==> src/hdl/qte_pkg.sv <==
// Shared widths, angle constants and the CORDIC arctangent table.
`timescale 1ns / 1ps
`default_nettype none
package qte_pkg;

  localparam int CORDIC_STAGES_DEF = 16;

  localparam int QW = 16;  // quaternion component, Q1.14
  localparam int PW = 32;  // component product
  localparam int SW = 36;  // sine / cosine terms, Q2.28
  localparam int VW = 57;  // square root radicand
  localparam int RW = 58;  // square root partial result
  localparam int CW = 38;  // CORDIC x / y
  localparam int ZW = 35;  // CORDIC angle, Q2.30
  localparam int OW = 18;  // rounded angle before clamping
  localparam int AW = 16;  // roll / yaw output
  localparam int HW = 15;  // pitch output

  // radicand at most 2^56, below 2^57: the first restoring step tests the 2^56 bit
  localparam int SQ_STEPS = 29;

  localparam logic signed [ZW-1:0] PI_Q30      = 35'sd3373259426;
  localparam logic signed [OW-1:0] PI_Q13      = 18'sd25736;
  localparam logic signed [OW-1:0] HALF_PI_Q13 = 18'sd12868;
  localparam logic signed [SW-1:0] ONE_Q28     = 36'sd268435456;

  // atan(2^-i) in Q2.30
  function automatic logic signed [ZW-1:0] atan_q30(input int i);
    logic signed [ZW-1:0] a;
    case (i)
      0:  a = 35'sd843314856;
      1:  a = 35'sd497837829;
      2:  a = 35'sd263043836;
      3:  a = 35'sd133525158;
      4:  a = 35'sd67021686;
      5:  a = 35'sd33543515;
      6:  a = 35'sd16775850;
      7:  a = 35'sd8388437;
      8:  a = 35'sd4194282;
      9:  a = 35'sd2097149;
      10: a = 35'sd1048575;
      11: a = 35'sd524287;
      12: a = 35'sd262143;
      13: a = 35'sd131071;
      14: a = 35'sd65535;
      15: a = 35'sd32767;
      16: a = 35'sd16383;
      17: a = 35'sd8191;
      18: a = 35'sd4095;
      19: a = 35'sd2047;
      20: a = 35'sd1023;
      21: a = 35'sd511;
      22: a = 35'sd255;
      23: a = 35'sd127;
      24: a = 35'sd63;
      25: a = 35'sd31;
      26: a = 35'sd15;
      27: a = 35'sd8;
      28: a = 35'sd4;
      29: a = 35'sd2;
      30: a = 35'sd1;
      default: a = '0;
    endcase
    return a;
  endfunction

endpackage
`default_nettype wire

==> src/hdl/qte_sqrt_cell.sv <==
// One restoring square root step, registered.
`timescale 1ns / 1ps
`default_nettype none
module qte_sqrt_cell import qte_pkg::*; #(
  parameter int STEP = 0
) (
  input  wire logic          clk,
  input  wire logic          en,
  input  wire logic [VW-1:0] v_in,
  input  wire logic [RW-1:0] res_in,
  output logic      [VW-1:0] v_out,
  output logic      [RW-1:0] res_out
);

  localparam logic [RW-1:0] BIT = RW'(1) << (2 * (SQ_STEPS - 1 - STEP));

  logic [RW-1:0] trial;
  logic [RW-1:0] v_ext;
  logic [RW-1:0] diff;

  assign trial = res_in + BIT;
  assign v_ext = {1'b0, v_in};
  assign diff  = v_ext - trial;

  always_ff @(posedge clk) begin
    if (en) begin
      if (v_ext >= trial) begin
        v_out   <= diff[VW-1:0];
        res_out <= (res_in >> 1) + BIT;
      end else begin
        v_out   <= v_in;
        res_out <= res_in >> 1;
      end
    end
  end

endmodule
`default_nettype wire

==> config.mk <==
export PLATFORM = sky130hd
export DESIGN_NAME = qte_sqrt_cell
export DESIGN_NICKNAME = d
export VERILOG_FILES = /design/src/hdl/qte_pkg.sv /design/src/hdl/qte_sqrt_cell.sv
export SDC_FILE = /design/constraint.sdc
export NUM_CORES = 1
export LEC_CHECK = 0
export BUFFER_PORTS_ARGS = -buffer_cell sky130_fd_sc_hd__buf_2
export CORE_ASPECT_RATIO = 1.25
export CORE_MARGIN = 4
export CORE_UTILIZATION = 50
export DETAILED_ROUTE_END_ITERATION = 8
export PLACE_DENSITY = 0.88
export SLEW_MARGIN = 5
export SYNTH_ARGS = -nofsm -noshare
export SYNTH_HDL_FRONTEND = slang
export SYNTH_SLANG_ARGS = --single-unit
==> constraint.sdc <==
create_clock -name clk -period 4.7 [get_ports clk]
set_input_delay 0.47 -clock clk [delete_from_list [all_inputs] [get_ports clk]]
set_output_delay 0.47 -clock clk [all_outputs]
set_load 0.05 [all_outputs]
Word level (Yosys, flattened, before mapping):

Cells that the tools add are included.

* $add $sub $neg: 3
* order comparisons: 1
* muxes and demuxes: 2

Operator list (count)
* 57-bit two-way mux: 2
* 57-bit by 57-bit adder with 58-bit output (second input constant): 1
* 58-bit by 57-bit adder with 58-bit output (second input constant): 1
* 57-bit by 58-bit >= comparator with 1-bit output: 1
* 57-bit subtractor: 1

* bits in registers: 115
* bits of input ports: 117
* word-level logic and storage cells: 9
* output and inout bits: 115

Longest topological paths before layout:

* depth in word-level cells: 3
* gate-level depth with buffers: 15
* gate-level depth less buffers: 13

Least setup slack after synthesis:

No wires, ideal clock.

* path kind: input port to flip-flop
* start point: input v_in[0]
* end point: register v_out[1] (data pin)
* setup time: 262 ps
* data required time: 4438 ps
* path buffers: 2
* arrival: 2951 ps
* stages: 14
* setup slack: 1487 ps
* cells stage by stage: inv_1 > ha_1 > inv_1 > fa_1 > a21oi_1 > o211ai_1 > a31oi_2 > o22ai_2 > o31ai_4 > nor4_4 > nor2_2 > buf_6 > buf_2 > mux2_1

* cells in the longest elaborated chain, start to end: 2
* elaborated cells between the ends (all ways): 3
* those cells by class: 1 x add/sub; 1 x order compare; 1 x mux

Ends and longest elaborated chain
* start: declaration: line qte_sqrt_cell.sv:9 `input wire logic [VW-1:0] v_in,`
* 57-bit subtractor or 57-bit by 58-bit >= comparator with 1-bit output (tied branches): line qte_sqrt_cell.sv:23, qte_sqrt_cell.sv:27
* 57-bit two-way mux *: line qte_sqrt_cell.sv:27 `if (v_ext >= trial) begin`
* end signal: assignment: line qte_sqrt_cell.sv:28 `v_out <= diff[VW-1:0];`
* end signal: assignment: line qte_sqrt_cell.sv:31 `v_out <= v_in;`
* end: declaration: line qte_sqrt_cell.sv:11 `output logic [VW-1:0] v_out,`

Mark *: on every way between the ends. The rest lies on a longest branch, timed or not.
A chain may end at the register's enable or synchronous reset.

Worst setup path in the final report:

* start point: input v_in[0]
* end point: register v_out[33] (data pin)

Same word-level chain as after synthesis.

==> impl_metrics.json <==
{
  "fin_nets": 1197,
  "maxSlewViolCount": 0,
  "worstPathArrival_ps": 3530,
  "crit_start": "v_in[0]",
  "io_buffers": 231,
  "cap_violations": 0,
  "rsz0062_at_grt": "no",
  "hold_start": "res_in[35]",
  "clk_pin_slew_ps": 60,
  "synth_edf_count": 115,
  "design_area_mm2": 0.00960,
  "via_count": 6855,
  "status": "finished, final reports clean",
  "ys_seq_area_share_pct": 44.7,
  "cts_root_buf": "clkbuf_16",
  "holdWs_ps": 233,
  "ir_drop_uv": 175,
  "viasPerCell": 5.51,
  "initial_utilization_pct": 51.2,
  "met2_usage_pct": 45.2,
  "synthArstFlopShare_pct": 0,
  "top_usage_layer": "met2",
  "ios": 232,
  "leakagePower_uw": 0.00440,
  "timing.fmax_ghz": 0.297,
  "cts_sinks": 115,
  "tritoncts": "yes",
  "synth-xor-area-share_pct": 5.55,
  "route.detailed.drc": 0,
  "drive_gt1_share_pct": 27.1,
  "grt_pass1_vias": 6829,
  "yosys_warnings": 0,
  "rows": 50,
  "power_uw": 3680,
  "clockBufferDepth": 2,
  "synth_top_area_cell": "edfxtp_1",
  "finalSetupViolations": 0,
  "grt_util_all_layers_pct": 24.7,
  "drt-total-wl_um": 21700,
  "die_area_mm2": 0.0175,
  "grtUsageMet3_pct": 5.93,
  "critical_path_class": "in2reg",
  "dieWidth_um": 119,
  "yosysMostFrequentCell": "edfxtp_1",
  "grt_pass1_wl_um": 34200,
  "syn_to_final_growth_pct": 24.3,
  "overflow": 0,
  "synthTopCellsByArea": "edfxtp_1, ha_1, o21ai_0, nand2_1, a21oi_1",
  "avgSynthCellArea_um2": 9.68,
  "cp-end-kind": "flip-flop",
  "dp_worst_setup_slack_ps": 922,
  "dr.pass1.iters": 5,
  "final_antenna_net_count": 0,
  "routedWlPerCell_um": 17.4,
  "yosys.area_share.simple_pct": 13.1,
  "synth_common_cells": "edfxtp_1, nand2_1, o21ai_0",
  "fin_ws_ps": 1340,
  "postCtsSetupBuffers": 0,
  "cts_made_buffers": 17,
  "grt_start_max_net_pins": 86,
  "hpwl_um": 17100,
  "first_iter_violations": 425,
  "finalSetupTns_ps": 0,
  "chipHeight_um": 147,
  "cts_max_level": 4,
  "post_cts_resized": 0,
  "coreArea_mm2": 0.0151,
  "crit_fanout": 14,
  "synth_fp_nets": 973,
  "yosys.area_share.adder_pct": 9.49,
  "ys_dominant_reg_cell": "edfxtp_1",
  "start_kind": "input pin",
  "p_per_area_mw_per_mm2": 383,
  "syn_inst": 798,
  "netlist_area_mm2": 0.00773,
  "nFillCells": 1260,
  "crit_required_ps": 4870,
  "period_needed_ps": 3360,
  "synth_top_area_share_pct": 44.7,
  "gp_congestion": 0.954,
  "max_slew_margin_pct": 54.3,
  "hold_class": "in2reg",
  "postCtsHoldBufs": 0,
  "gr-usage-met1_pct": 27.0,
  "synth.distinct_cells": 65,
  "muxShareOfSynthArea_pct": 0.291,
  "placed_area_mm2": 0.00905,
  "antenna_found_initial": 1,
  "synth-compound-area-share_pct": 21.5,
  "synth_seq_cells": 115,
  "tightestPinTransition_ps": 685,
  "synth_top_family_by_area": "compound AO/OA/AOI/OAI gates",
  "hold_violations": 0,
  "min_period_over_period_pct": 71.5
}
## worst paths after layout
kind	end	slack [ps]	cells after the start
max	v_out[33]	1340	13
min	res_out[34]	230	1
## cell type report
| cell class | count | area [um^2] | share of cell area (%) |
|---|---|---|---|
| diodes | 1 | 2.50 | 0.0261 |
| clock buffers | 20 | 437 | 4.55 |
| clock inverters | 12 | 115 | 1.20 |
| inverters | 71 | 267 | 2.77 |
| multi-input cells | 581 | 3860 | 40.2 |
| flip-flops and latches | 115 | 3450 | 36.0 |
| well taps | 208 | 260 | 2.71 |
| repair buffers | 236 | 1210 | 12.6 |
## placed cells by master, fill, tap and decap left out, drive strengths merged, types with 11 or more instances in the layout
cell type,instances
a21o,32
a21oi,67
a31oi,12
buf,236
clkbuf,20
edfxtp,115
ha,57
inv,71
nand2,99
nand3,11
nand4,17
nor2,31
nor3,13
o21ai,84
o21bai,16
xnor2,29
xor2,20
## kinds of logic (layout without fill, tap and decap cells)
family	count (synthesis)	count (layout)
compound gates	261	261
xor+xnor	49	49
fa+ha+maj	58	58
buf+inv	102	339
flops	115	115
mux	2	2
other cells	0	1
simple gates	211	211
## state kept, by name, summed over array words and instances, names as in the netlist
| signal | cells |
|---|---|
| v_out | 57 |
| res_out | 58 |
## through the flow
| step | instances | util, % |
|---|---|---|
| 5_1_grt | 1244 | 63.7 |
| 4_1_cts | 1243 | 63.7 |
| 3_5_place_dp | 1211 | 60.0 |
| 6_report | 1244 | 63.7 |
| 3_3_place_gp | 1211 | 60.0 |
| 2_1_floorplan | 798 | - |
## metal layers
metal / part of all wire, % / vias to the layer above
met3: 5.9 / 53
li1: - / 3370
met5: 0 / -
met1: 38 / 3185
met4: 3.4 / 0
met2: 53 / 247
## where the power goes
part	switching [uW]	internal (uW)	leakage, uW
registers	25.3	1260	0.00112
clock network	459	768	0.000264
logic	826	339	0.00301
## critical path, cell delays in order
cell and delay, ps:
buf_2 120, inv_1 60, ha_1 160, inv_1 50
fa_1 390, a21oi_1 260, o211ai_1 160, a31oi_2 420
o22ai_2 190, o31ai_4 310, nor4_4 90, or2_1 450
mux2_1 390
Note: power is estimated with default switching activity, not from simulation.
