`src/hdl/qte_pkg.sv`:
```
// Shared widths, angle constants and the CORDIC arctangent table.
`timescale 1ns / 1ps
`default_nettype none
package qte_pkg;

  localparam int CORDIC_STAGES_DEF = 16;

  localparam int QW = 16;  // quaternion component, Q1.14
  localparam int PW = 32;  // component product
  localparam int SW = 36;  // sine / cosine terms, Q2.28
  localparam int VW = 57;  // square root radicand
  localparam int RW = 58;  // square root partial result
  localparam int CW = 38;  // CORDIC x / y
  localparam int ZW = 35;  // CORDIC angle, Q2.30
  localparam int OW = 18;  // rounded angle before clamping
  localparam int AW = 16;  // roll / yaw output
  localparam int HW = 15;  // pitch output

  // radicand at most 2^56, below 2^57: the first restoring step tests the 2^56 bit
  localparam int SQ_STEPS = 29;

  localparam logic signed [ZW-1:0] PI_Q30      = 35'sd3373259426;
  localparam logic signed [OW-1:0] PI_Q13      = 18'sd25736;
  localparam logic signed [OW-1:0] HALF_PI_Q13 = 18'sd12868;
  localparam logic signed [SW-1:0] ONE_Q28     = 36'sd268435456;

  // atan(2^-i) in Q2.30
  function automatic logic signed [ZW-1:0] atan_q30(input int i);
    logic signed [ZW-1:0] a;
    case (i)
      0:  a = 35'sd843314856;
      1:  a = 35'sd497837829;
      2:  a = 35'sd263043836;
      3:  a = 35'sd133525158;
      4:  a = 35'sd67021686;
      5:  a = 35'sd33543515;
      6:  a = 35'sd16775850;
      7:  a = 35'sd8388437;
      8:  a = 35'sd4194282;
      9:  a = 35'sd2097149;
      10: a = 35'sd1048575;
      11: a = 35'sd524287;
      12: a = 35'sd262143;
      13: a = 35'sd131071;
      14: a = 35'sd65535;
      15: a = 35'sd32767;
      16: a = 35'sd16383;
      17: a = 35'sd8191;
      18: a = 35'sd4095;
      19: a = 35'sd2047;
      20: a = 35'sd1023;
      21: a = 35'sd511;
      22: a = 35'sd255;
      23: a = 35'sd127;
      24: a = 35'sd63;
      25: a = 35'sd31;
      26: a = 35'sd15;
      27: a = 35'sd8;
      28: a = 35'sd4;
      29: a = 35'sd2;
      30: a = 35'sd1;
      default: a = '0;
    endcase
    return a;
  endfunction

endpackage
`default_nettype wire

```
`src/hdl/qte_cordic_cell.sv`:
```
// One vectoring CORDIC micro-rotation, registered.
`timescale 1ns / 1ps
`default_nettype none
module qte_cordic_cell import qte_pkg::*; #(
  parameter int IDX = 0
) (
  input  wire logic                 clk,
  input  wire logic                 en,
  input  wire logic signed [CW-1:0] x_in,
  input  wire logic signed [CW-1:0] y_in,
  input  wire logic signed [ZW-1:0] z_in,
  output logic      signed [CW-1:0] x_out,
  output logic      signed [CW-1:0] y_out,
  output logic      signed [ZW-1:0] z_out
);

  localparam logic signed [ZW-1:0] ANG = atan_q30(IDX);

  logic signed [CW-1:0] dx;
  logic signed [CW-1:0] dy;

  assign dx = y_in >>> IDX;
  assign dy = x_in >>> IDX;

  always_ff @(posedge clk) begin
    if (en) begin
      if (y_in > 0) begin
        x_out <= x_in + dx;
        y_out <= y_in - dy;
        z_out <= z_in + ANG;
      end else if (y_in < 0) begin
        x_out <= x_in - dx;
        y_out <= y_in + dy;
        z_out <= z_in - ANG;
      end else begin
        // y exactly zero: angle already settled
        x_out <= x_in;
        y_out <= y_in;
        z_out <= z_in;
      end
    end
  end

endmodule
`default_nettype wire

```
`config.mk`:
```
export PLATFORM = sky130hd
export DESIGN_NAME = qte_cordic_cell
export DESIGN_NICKNAME = d
export VERILOG_FILES = /design/src/hdl/qte_pkg.sv /design/src/hdl/qte_cordic_cell.sv
export SDC_FILE = /design/constraint.sdc
export NUM_CORES = 1
export LEC_CHECK = 0
export ABC_AREA = 1
export ABC_CLOCK_PERIOD_IN_PS = 2000
export BUFFER_PORTS_ARGS = -buffer_cell sky130_fd_sc_hd__buf_4
export CELL_PAD_IN_SITES_DETAIL_PLACEMENT = 0
export CELL_PAD_IN_SITES_GLOBAL_PLACEMENT = 1
export CORE_MARGIN = 2
export CORE_UTILIZATION = 37
export CTS_CLUSTER_DIAMETER = 150
export CTS_CLUSTER_SIZE = 40
export DETAILED_ROUTE_END_ITERATION = 8
export PLACE_DENSITY_LB_ADDON = 0.05
export SYNTH_ARGS = -nofsm -noshare
export SYNTH_HDL_FRONTEND = slang
export SYNTH_SLANG_ARGS = --single-unit
export TNS_END_PERCENT = 10
```
`constraint.sdc`:
```
create_clock -name clk -period 2 [get_ports clk]
set_clock_uncertainty 0.15 [all_clocks]
set_input_delay 0.1 -clock clk [delete_from_list [all_inputs] [get_ports clk]]
set_output_delay 0.1 -clock clk [all_outputs]
set_load 0.05 [all_outputs]
```
### Yosys cells after proc, flatten, opt, wreduce, memory -nomap -nowiden

Index checks and enable logic that the tools add are counted.
W data, S select, Z words.

| cells by class | value |
|---|---|
| add/subtract/negate cells | 5 |
| $mul | 0 |
| div/mod/pow operators | 0 |
| $lt $le $gt $ge | 2 |
| equal/unequal tests | 0 |
| shift operators | 0 |
| mux-type cells | 6 |
| bitwise logic cells | 0 |
| reduce and logical (&&, ||, !) cells | 0 |

Operators by type and width:

| operator | number |
|---|---|
| $mux W38 | 4 |
| $sub A38 B38 Y38 | 2 |
| $mux W35 | 2 |
| $add A38 B38 Y38 | 1 |
| $gt A38 B1 Y1 const B | 1 |
| $lt A38 B1 Y1 const B | 1 |
| $add A35 B31 Y35 const B | 1 |
| $sub A35 B31 Y35 const B | 1 |

| storage, ports and cells | value |
|---|---|
| register bits after elaboration | 111 |
| bits in latches | 0 |
| bits in writable memories | 0 |
| ROM bits | 0 |
| input port bits | 113 |
| word-level logic and storage cells | 16 |
| memories | 0 |

### Logic depth before layout (Yosys ltp)

Gate-level depths: netlist of the first run.

| depth | value |
|---|---|
| word-level depth | 3 |
| gate-level depth with buffers | 18 |
| mapped depth without buffers | 17 |

### Worst setup path after synthesis of the first run

Ideal clock, no wire load.

| timing | value |
|---|---|
| kind | input -> register |
| from | input y_in[0] |
| to | register y_out[30] (data pin) |
| arrival | 1627 ps |
| data required time | 1593 ps |
| slack | -35 ps |
| stages on the path | 13 |
| cell sequence | inv_1 -> ha_1 -> fa_1 -> inv_1 -> nand3_1 -> nand2_1 -> inv_1 -> o21ai_1 -> nand2_1 -> nand2_1 -> nand2_1 -> a21oi_1 -> o21ai_1 |

| on the way | value |
|---|---|
| longest elaborated chain between the ends | 3 |
| elaborated cells on any way between the ends | 6 |

Ends and longest elaborated chain:

| item | RTL line | text |
|---|---|---|
| start, declared | qte_cordic_cell.sv:10 | `input wire logic signed [CW-1:0] y_in,` |
| $add A38 B38 Y38 / $lt A38 B1 Y1 (equally long branches) | qte_cordic_cell.sv:33, qte_cordic_cell.sv:31 |  |
| $mux W38 | qte_cordic_cell.sv:31 | `end else if (y_in < 0) begin` |
| $mux W38 (*) | qte_cordic_cell.sv:27 | `if (y_in > 0) begin` |
| end signal, assigned | qte_cordic_cell.sv:29 | `y_out <= y_in - dy;` |
| end signal, assigned | qte_cordic_cell.sv:33 | `y_out <= y_in + dy;` |
| end signal, assigned | qte_cordic_cell.sv:38 | `y_out <= y_in;` |
| end, declared | qte_cordic_cell.sv:13 | `output logic signed [CW-1:0] y_out,` |

Mark *: on every way between the ends. The rest lies on a longest branch, timed or not.
A chain may end at the register's enable or synchronous reset.

### Final worst setup path of the first run

| timing | value |
|---|---|
| from | input x_in[13] |
| to | register x_out[35] (data pin) |

| on the way | value |
|---|---|
| longest elaborated chain between the ends | 3 |
| elaborated cells on any way between the ends | 4 |

Ends and longest elaborated chain:

| item | RTL line | text |
|---|---|---|
| start, declared | qte_cordic_cell.sv:9 | `input wire logic signed [CW-1:0] x_in,` |
| $sub A38 B38 Y38 | qte_cordic_cell.sv:32 | `x_out <= x_in - dx;` |
| $mux W38 | qte_cordic_cell.sv:31 |  |
| $mux W38 (*) | qte_cordic_cell.sv:27 |  |
| end signal, assigned | qte_cordic_cell.sv:28 | `x_out <= x_in + dx;` |
| end signal, assigned | qte_cordic_cell.sv:32 |  |
| end signal, assigned | qte_cordic_cell.sv:37 | `x_out <= x_in;` |
| end, declared | qte_cordic_cell.sv:12 | `output logic signed [CW-1:0] x_out,` |

Marks and branches as above.

==> results of run 1 <==
[cells in the final DEF (no fill, tap or decap), drive strengths merged, types with 3 or more instances in the layout]
cell type / n
ha: 120
clkbuf: 9
or2: 4
buf: 716
dlygate4sd3: 38
inv: 391
xnor2: 3
nand3: 235
o21bai: 25
fa: 3
nor3: 28
o21ai: 124
o21a: 3
nand2: 779
o22ai: 12
nor2: 250
a21o: 4
nand4: 30
nand3b: 9
clkinv: 4
o211ai: 10
a21oi: 148
o221ai: 11
and2: 5
xor2: 43
edfxtp: 111
[worst max path at each step]
stage / from / to / slack, ns / depth (start not counted)
6_report: x_in[13] / x_out[35]$_DFFE_PP_ / 0.02 / 14
2_1_floorplan: x_in[0] / x_out[32]$_DFFE_PP_ / 0.01 / 13
3_3_place_gp: x_in[0] / x_out[22]$_DFFE_PP_ / -0.62 / 14
3_5_place_dp: x_in[0] / x_out[30]$_DFFE_PP_ / -0.65 / 14
5_1_grt: z_in[11] / z_out[30]$_DFFE_PP_ / -0.11 / 12
4_1_cts: x_in[1] / x_out[15]$_DFFE_PP_ / -0.003 / 15
[sequential cells by signal, indices dropped and copies added (netlist names)]
| signal | cells |
|---|---|
| x_out | 38 |
| z_out | 35 |
| y_out | 38 |
[metrics by stage]
step,cells,util [%],area [um2],hold WS [ns],setup WS (ns)
4_1_cts,3631,53.60,21300,0.0006947,-0.002634
3_3_place_gp,3575,51.54,20480,0.1308,-0.6225
6_report,3652,56.32,22380,0.01248,0.01651
3_5_place_dp,3575,51.54,20480,0.1329,-0.6466
2_1_floorplan,2422,-,14880,0.04887,0.01217
5_1_grt,3652,56.32,22380,0.02066,-0.1122
[final cells by class]
| class | instances | area, um2 |
|---|---|---|
| multi-input cells | 1856 | 10660 |
| well taps | 525 | 656.9 |
| repair buffers | 756 | 5986 |
| flip-flops and latches | 111 | 3333 |
| inverters | 389 | 1473 |
| clock buffers | 9 | 225.2 |
| clock inverters | 6 | 45.04 |
| fillers | 3926 | 17360 |
[layer usage]
metal  wire (um)  vias to the layer above
met5          13                        -
met4        3035                        2
met3        3894                      132
met2       33660                      662
met1       30710                     8677
li1            -                     9173
[cell families (layout without fill, tap and decap cells)]
logic type | after synthesis | count (layout) | share of synthesized area (%)
simple gates | 1343 | 1344 | 38.64
buf+inv | 456 | 1160 | 12.70
compound gates | 343 | 343 | 13.05
fa+ha+maj | 123 | 123 | 10.50
flops | 111 | 111 | 22.41
xor+xnor | 46 | 46 | 2.708
[where the power goes]
part	leakage, nW	switching [mW]	total, mW	internal, mW
registers	1.08	0.121	3.08	2.96
logic	10.3	4.22	6.79	2.57
clock network	0.136	1.11	1.97	0.857
total	11.5	5.45	11.8	6.39
[what timing repair did]
item	4_1_cts	5_1_grt
cloned	1	0
resized for setup	43	255
hold buffers	40	0
buffers inserted	0	21
setup endpoints to repair	50	81
pin swaps	1	44
hold endpoints to repair	40	0
==> out/summary.md, run 1 <==
The number of nets handed over by synthesis was 2658. Type of the worst setup path: input pin to register. The portion of synthesized cell area occupied by the leading cell type is 22.41%. The tools report the element type at the critical path start as an input pin. For the count of final setup violators, the log shows 0.

In this run, synthesis inferred 111 flip-flops with an integrated enable. The transition time at the pin with the least slew margin was 0.6719 ns. The met3 track demand over resource was 2.848%.

Traced cell by cell, the critical path runs through buf_4 -> inv_1 -> ha_2 -> buf_4 -> nand2_2 -> inv_1 -> nand2_1 -> nand2_1 -> a21oi_1 -> nand3_2 -> nand2_2 -> nand3_1 -> nand3_1 -> nand3_1. The number of port buffers came out at 223. In this run the clock root is driven by a clkbuf_16.

The min-delay analysis places its worst path in the category input pin to register. In this run the cell area of the synthesized design comes to 14880 um2. The number of clock sinks seen by CTS is 111, and the largest voltage drop on the vdd net is 0.4824 mV. The clock-pin slew reported for the worst setup and hold paths after clock tree synthesis works out to 0.10 ns.

The worst hold path terminates at x_out[30]$_DFFE_PP_. For the number of library cell types mapped by synthesis, the log shows 48. The slowest stage of the critical path is the ha_2 cell. After layout, the worst path uses 99.17% of the clock period. Counting stages on the worst path, the most repeated cell is nand3_1. The logs give 37.44% for the starting density of the core and 0 for the total of warnings raised by yosys. Post-detailed-route via-to-cell ratio: 5.106. From left edge to right edge, the die measures 204.5 um. Counting both buffers and inverters, the worst setup path holds a total of 4. The met1 track utilization from global routing came out at 43.10%. The iteration count of the initial detailed-routing pass is 8. Biggest area consumer among synthesized cells: edfxtp_1. Measured against its own limit, the worst slew margin works out to 55.10%. In the post-synthesis netlist, the biggest area contributors are edfxtp_1, nand2_1, ha_1. The worst hold path startpoint is x_in[30]. At the end of the flow, the number of nets in the layout was 3359. Setup repair after global routing could not meet its margin everywhere. The total clock buffers created by CTS was 9; the largest fanout of any net on the critical path was 4. The stage delay of the slowest cell on the critical path came out at 0.31 ns. The post-route total power was 11.84 mW. The maximum clock rate was 504.2 MHz.

The H-tree generated during clock tree synthesis spans 3 levels. The run gives 22.41% as the fraction of the yosys area taken by sequential cells. The routed layout has 18650 vias. The number of placed I/O pins was 224. Count of mapped cells out of synthesis: 2422.

After synthesis, the share of flip-flops with an asynchronous set or reset is 0%. The maximum buffer depth of the clock tree was 2. The first-pass GRT wire length was 105100 um; the half-perimeter wire length of the detailed placement result was 58910 um.

In this run the static leakage power is 11.52 nW. The area of the core is 39730 um2, and the number of stages on the worst hold path is 4. For this block, the routed nets add up to 71320 um of wire.

The number of slew-limit violations in the final report was 0. Sorting the synthesized cells by how often they occur yields nand2_1, inv_1, nand3_1. From synthesis to final layout, the design area changed by 50.40%. Data arrives at the worst endpoint at 1.99 ns. The total overflow reported by the global router is 0.

In the final timing run, aggregate negative setup slack is 0 ns. The floorplan step defined a die boundary enclosing 41830 um2. Entering global routing, the biggest net connects 76 pins. Number of antenna violations at the first check in global routing: 1. met2 is the most crowded layer.

The tools report the kind of end point of the critical path as a register. On the critical path the largest part of the delay comes from simple AND/OR/NAND/NOR gates. TritonCTS built the clock tree. For the row count, the log shows 73. The worst endpoint required time is 2.00 ns, and the time the worst path needs with I/O delays and setup is 1.983 ns.

For this run, the leading register cell type out of synthesis is edfxtp_1. Among all cell types in the netlist, the one instantiated most often is nand2_1. For this run, design rule violations remaining after detail routing come to 0. Global routing used 33.61% of the available tracks across all layers. The tool flagged a number of max-cap violations equal to 0. The final weighted congestion in routability-driven placement came out at 1.038.

The number of hold violations in the final report is 0, and the count of antenna-violating nets left after detailed routing is 0. The run finished with clean final reports. The number of antenna diodes in the final layout is 0. Post-detailed-route wirelength per cell: 19.53 um.

Counting flops and latches in the post-synthesis netlist gives 111. For the number of global-route vias before repair, the log shows 18090. The met2 capacity usage during global routing was 58.00%; the number of violations reported at the end of detailed-routing iteration 0 was 1392. The average instance area after synthesis came out at 6.142 um2. The height of the die was 204.5 um.

The share of final-layout standard cells stronger than drive strength 1 was 33.45%. The power density of the placed cells works out to 529.0 nW/um2.
Power figures use the tool's default switching activity.
==> run 2: changes to the inputs <==
--- a/config.mk
+++ b/config.mk
@@ -6,16 +6,17 @@
 export NUM_CORES = 1
 export LEC_CHECK = 0
 export ABC_AREA = 1
-export ABC_CLOCK_PERIOD_IN_PS = 2000
+export ABC_CLOCK_PERIOD_IN_PS = 1850
 export BUFFER_PORTS_ARGS = -buffer_cell sky130_fd_sc_hd__buf_4
 export CELL_PAD_IN_SITES_DETAIL_PLACEMENT = 0
 export CELL_PAD_IN_SITES_GLOBAL_PLACEMENT = 1
 export CORE_MARGIN = 2
-export CORE_UTILIZATION = 37
+export CORE_UTILIZATION = 41
 export CTS_CLUSTER_DIAMETER = 150
 export CTS_CLUSTER_SIZE = 40
 export DETAILED_ROUTE_END_ITERATION = 8
 export PLACE_DENSITY_LB_ADDON = 0.05
+export RECOVER_POWER = 100
 export SYNTH_ARGS = -nofsm -noshare
 export SYNTH_HDL_FRONTEND = slang
 export SYNTH_SLANG_ARGS = --single-unit
==> constraint.sdc (replaced) <==
create_clock -name clk -period 1.85 [get_ports clk]
set_clock_uncertainty 0.15 [all_clocks]
set_input_delay 0.0925 -clock clk [delete_from_list [all_inputs] [get_ports clk]]
set_output_delay 0.0925 -clock clk [all_outputs]
set_load 0.05 [all_outputs]
==> run 2 against run 1 <==
  * The run now ends with hold timing, setup timing left
  * Clock power rose by 17%
  * Highest routed layer is now met4
  * Via count grew 3.9%
  * Cell count decreased by 0.60%
  * Critical path depth fell by 3
  * Clock-buffer cell count is the same
  * Flip-flop and latch count unchanged
  * Setup slack worse by 0.10 ns
  * Sequential power grew 8.1%
  * Global-route usage increased by 2.5 points
  * Largest cell class unchanged
  * Critical endpoint is now y_out[15]$_DFFE_PP_
  * Combinational power rose by 9.0%
  * Hold slack got worse by 0.014 ns
  * First-iteration DRC count is 16% higher
==> out/summary.md, run 2 (synthesis results as in run 1) <==
The flow ran to the end, but the final reports show violations. The checks that failed: hold timing, setup timing. The row count was 69. The worst setup path is launched from an input pin. Setup repair after global routing could not meet its margin everywhere.

Dividing total power by cell area gives a power density of 571.4 nW/um2. Leaving out fill and tap cells, the most frequent cell in the layout is nand2_1. In this run the worst path has a maximum fanout of 10. The number of global-route vias before repair was 18930. The worst hold path startpoint is z_in[20]. The number of port buffers is 223. Across the whole layout, storage elements account for 3333 um2.

The share of final-layout standard cells stronger than drive strength 1 came out at 33.83%. The number of antenna diodes in the final layout is 0. The post-detailed-route wirelength per cell works out to 19.41 um. Clock tree synthesis found a total of 111 sinks. Traced cell by cell, the critical path runs through buf_4 -> inv_1 -> clkbuf_2 -> nand4_1 -> nor2_1 -> nand2_1 -> nor2_4 -> nor2_4 -> clkbuf_4 -> o21ai_1 -> o22ai_1. Setup violations remaining at the end of the flow were counted as 35. Entering global routing, the biggest net connects 52 pins. Once the floorplan was initialized, standard cells occupied 41.72% of the core.

Measured along the y axis, the die boundary spans 194.5 um. The die covers 37820 um2. Summing all multi-input logic gate instances after layout gives 11170 um2. The width of the die came out at 194.5 um. CTS placed an instance of clkbuf_16 at the clock tree root.

The logs give 3429 for the number of fill cells and 2 for the maximum buffer depth of the clock tree. The number of clock buffers added by TritonCTS is 9. In this design, the critical path's most frequently occurring cell is nor2_4.

Type of the worst setup path: input pin to register. The post-detailed-route via-to-cell ratio is 5.339. From synthesis to final layout, the design area changed by 53.45%. The count of cells in the finished layout, fillers not included, comes to 3630. For this run, the top clock speed supported by timing is 516.8 MHz. Data on the critical path arrives at its endpoint at 1.98 ns. The tightest min-delay check is of the input pin to register type.

The run gives 3542 as the number of cells in the design after placement. OpenSTA, run right after detailed placement, puts the worst setup slack at -0.8027 ns. For the number of H-tree branching levels, the log shows 3. The half-perimeter wire length of the detailed placement result is 57070 um.

The number of hold violations in the final report was 1; the post-detailed-routing wire length was 70440 um. The tools report the startpoint of the worst setup timing path as y_in[1]. In the layout the commonest cells are nand2_1, buf_4, inv_1, nand3_1, nor2_1. The transition time at the pin with the least slew margin was 0.7097 ns; the leakage power total was 11.44 nW. The tools report the area of the core as 35660 um2. The detail route stage leaves a number of antenna-violating nets equal to 0. The largest registers in the layout are x_out x38, y_out x38, z_out x35.

The run gives 0.4710 mV as the largest voltage drop on the vdd net. The worst setup path is captured at a register. Critical path buffer and inverter count: 4. Among cell families on the critical path, the largest total delay comes from simple AND/OR/NAND/NOR gates. The number of DRC violations after detailed routing was 0; the worst hold slack was -0.001358 ns. After the last flow step, the layout net total stands at 3400. The tools report the global-route usage over all layers as 36.07%. Max-cap violations in this run came to 0. The stage delay of the slowest cell on the critical path was 0.44 ns; the clock-pin slew reported for the worst setup and hold paths after clock tree synthesis was 0.09 ns.

The number of slew-limit violations in the final report was 0; the time the worst path needs with I/O delays and setup was 1.935 ns. In this run the tightest slew margin relative to its limit is 52.69%. The number of placed I/O pins was 224.

The worst endpoint required time was 1.90 ns; the total overflow reported by the global router was 0. For the count of vias placed by the detailed router, the log shows 19380. After layout, the worst path uses 104.6% of the clock period. The tools report the final worst-path setup slack as -0.08495 ns. The cell with the largest stage delay on the worst path is nor2_4.

Routability-driven placement finished with a final weighted congestion of 0.9935. After the first detailed-routing iteration, the DRC count stood at 1621. For this run, the detailed router's first-pass iteration total came to 6. The first global-routing pass estimated 105400 um of wire. The number of antenna violations at the first check in global routing is 1. TritonCTS built the clock tree.
run 2: timing repair:
action,4_1_cts,5_1_grt
buffers inserted,7,20
gates resized for setup,126,279
cloned,1,1
endpoints found under the setup margin,85,85
pin swaps,19,62
hold endpoints to repair,54,1
hold buffers,42,1
run 2: cell type report:
type / instances / area share (%)
Clock buffer: 9 / 0.9866
Clock inverter: 7 / 0.3837
Inverter: 389 / 6.588
Multi-Input combinational cell: 1856 / 48.92
Sequential cell: 111 / 14.60
Tap cell: 461 / 2.527
Timing Repair Buffer: 797 / 26.00
run 2: final timing paths:
path,slack [ns],cells past startpoint,end
worst max-delay path,-0.08,11,y_out[15]$_DFFE_PP_
worst min-delay path,-0.001,5,z_out[20]$_DFFE_PP_
run 2: where the power goes:
group          total (mW)  leakage (nW)  internal (mW)  switching, mW
Combinational        7.40          10.2           2.70           4.70
Clock                2.31         0.153           1.09           1.23
Sequential           3.33          1.08           3.20          0.128
Total                13.0          11.4           6.99           6.05
run 2: stage by stage:
| step | area, um2 | utilization, % | TNS, ns | power [mW] |
|---|---|---|---|---|
| 2_1_floorplan | 15040 | - | -0.1045 | 7.146 |
| 3_3_place_gp | 20870 | 58.52 | -53.28 | 10.16 |
| 3_5_place_dp | 20870 | 58.52 | -56.06 | 10.22 |
| 4_1_cts | 22180 | 62.20 | -0.5704 | 12.77 |
| 5_1_grt | 22830 | 64.02 | -5.476 | 13.60 |
| 6_report | 22830 | 64.02 | -0.9748 | 13.04 |
run 2: metal layers:
| layer | up-vias | wire length [um] | track usage (%) | part of all wire, % |
|---|---|---|---|---|
| met3 | 170 | 5453 | 3.904 | 7.7 |
| met1 | 9035 | 28510 | 45.94 | 40 |
| li1 | 9255 | - | - | - |
| met2 | 919 | 32920 | 61.29 | 47 |
| met4 | 0 | 3554 | 16.75 | 5.0 |
| met5 | - | 0 | 0 | 0 |
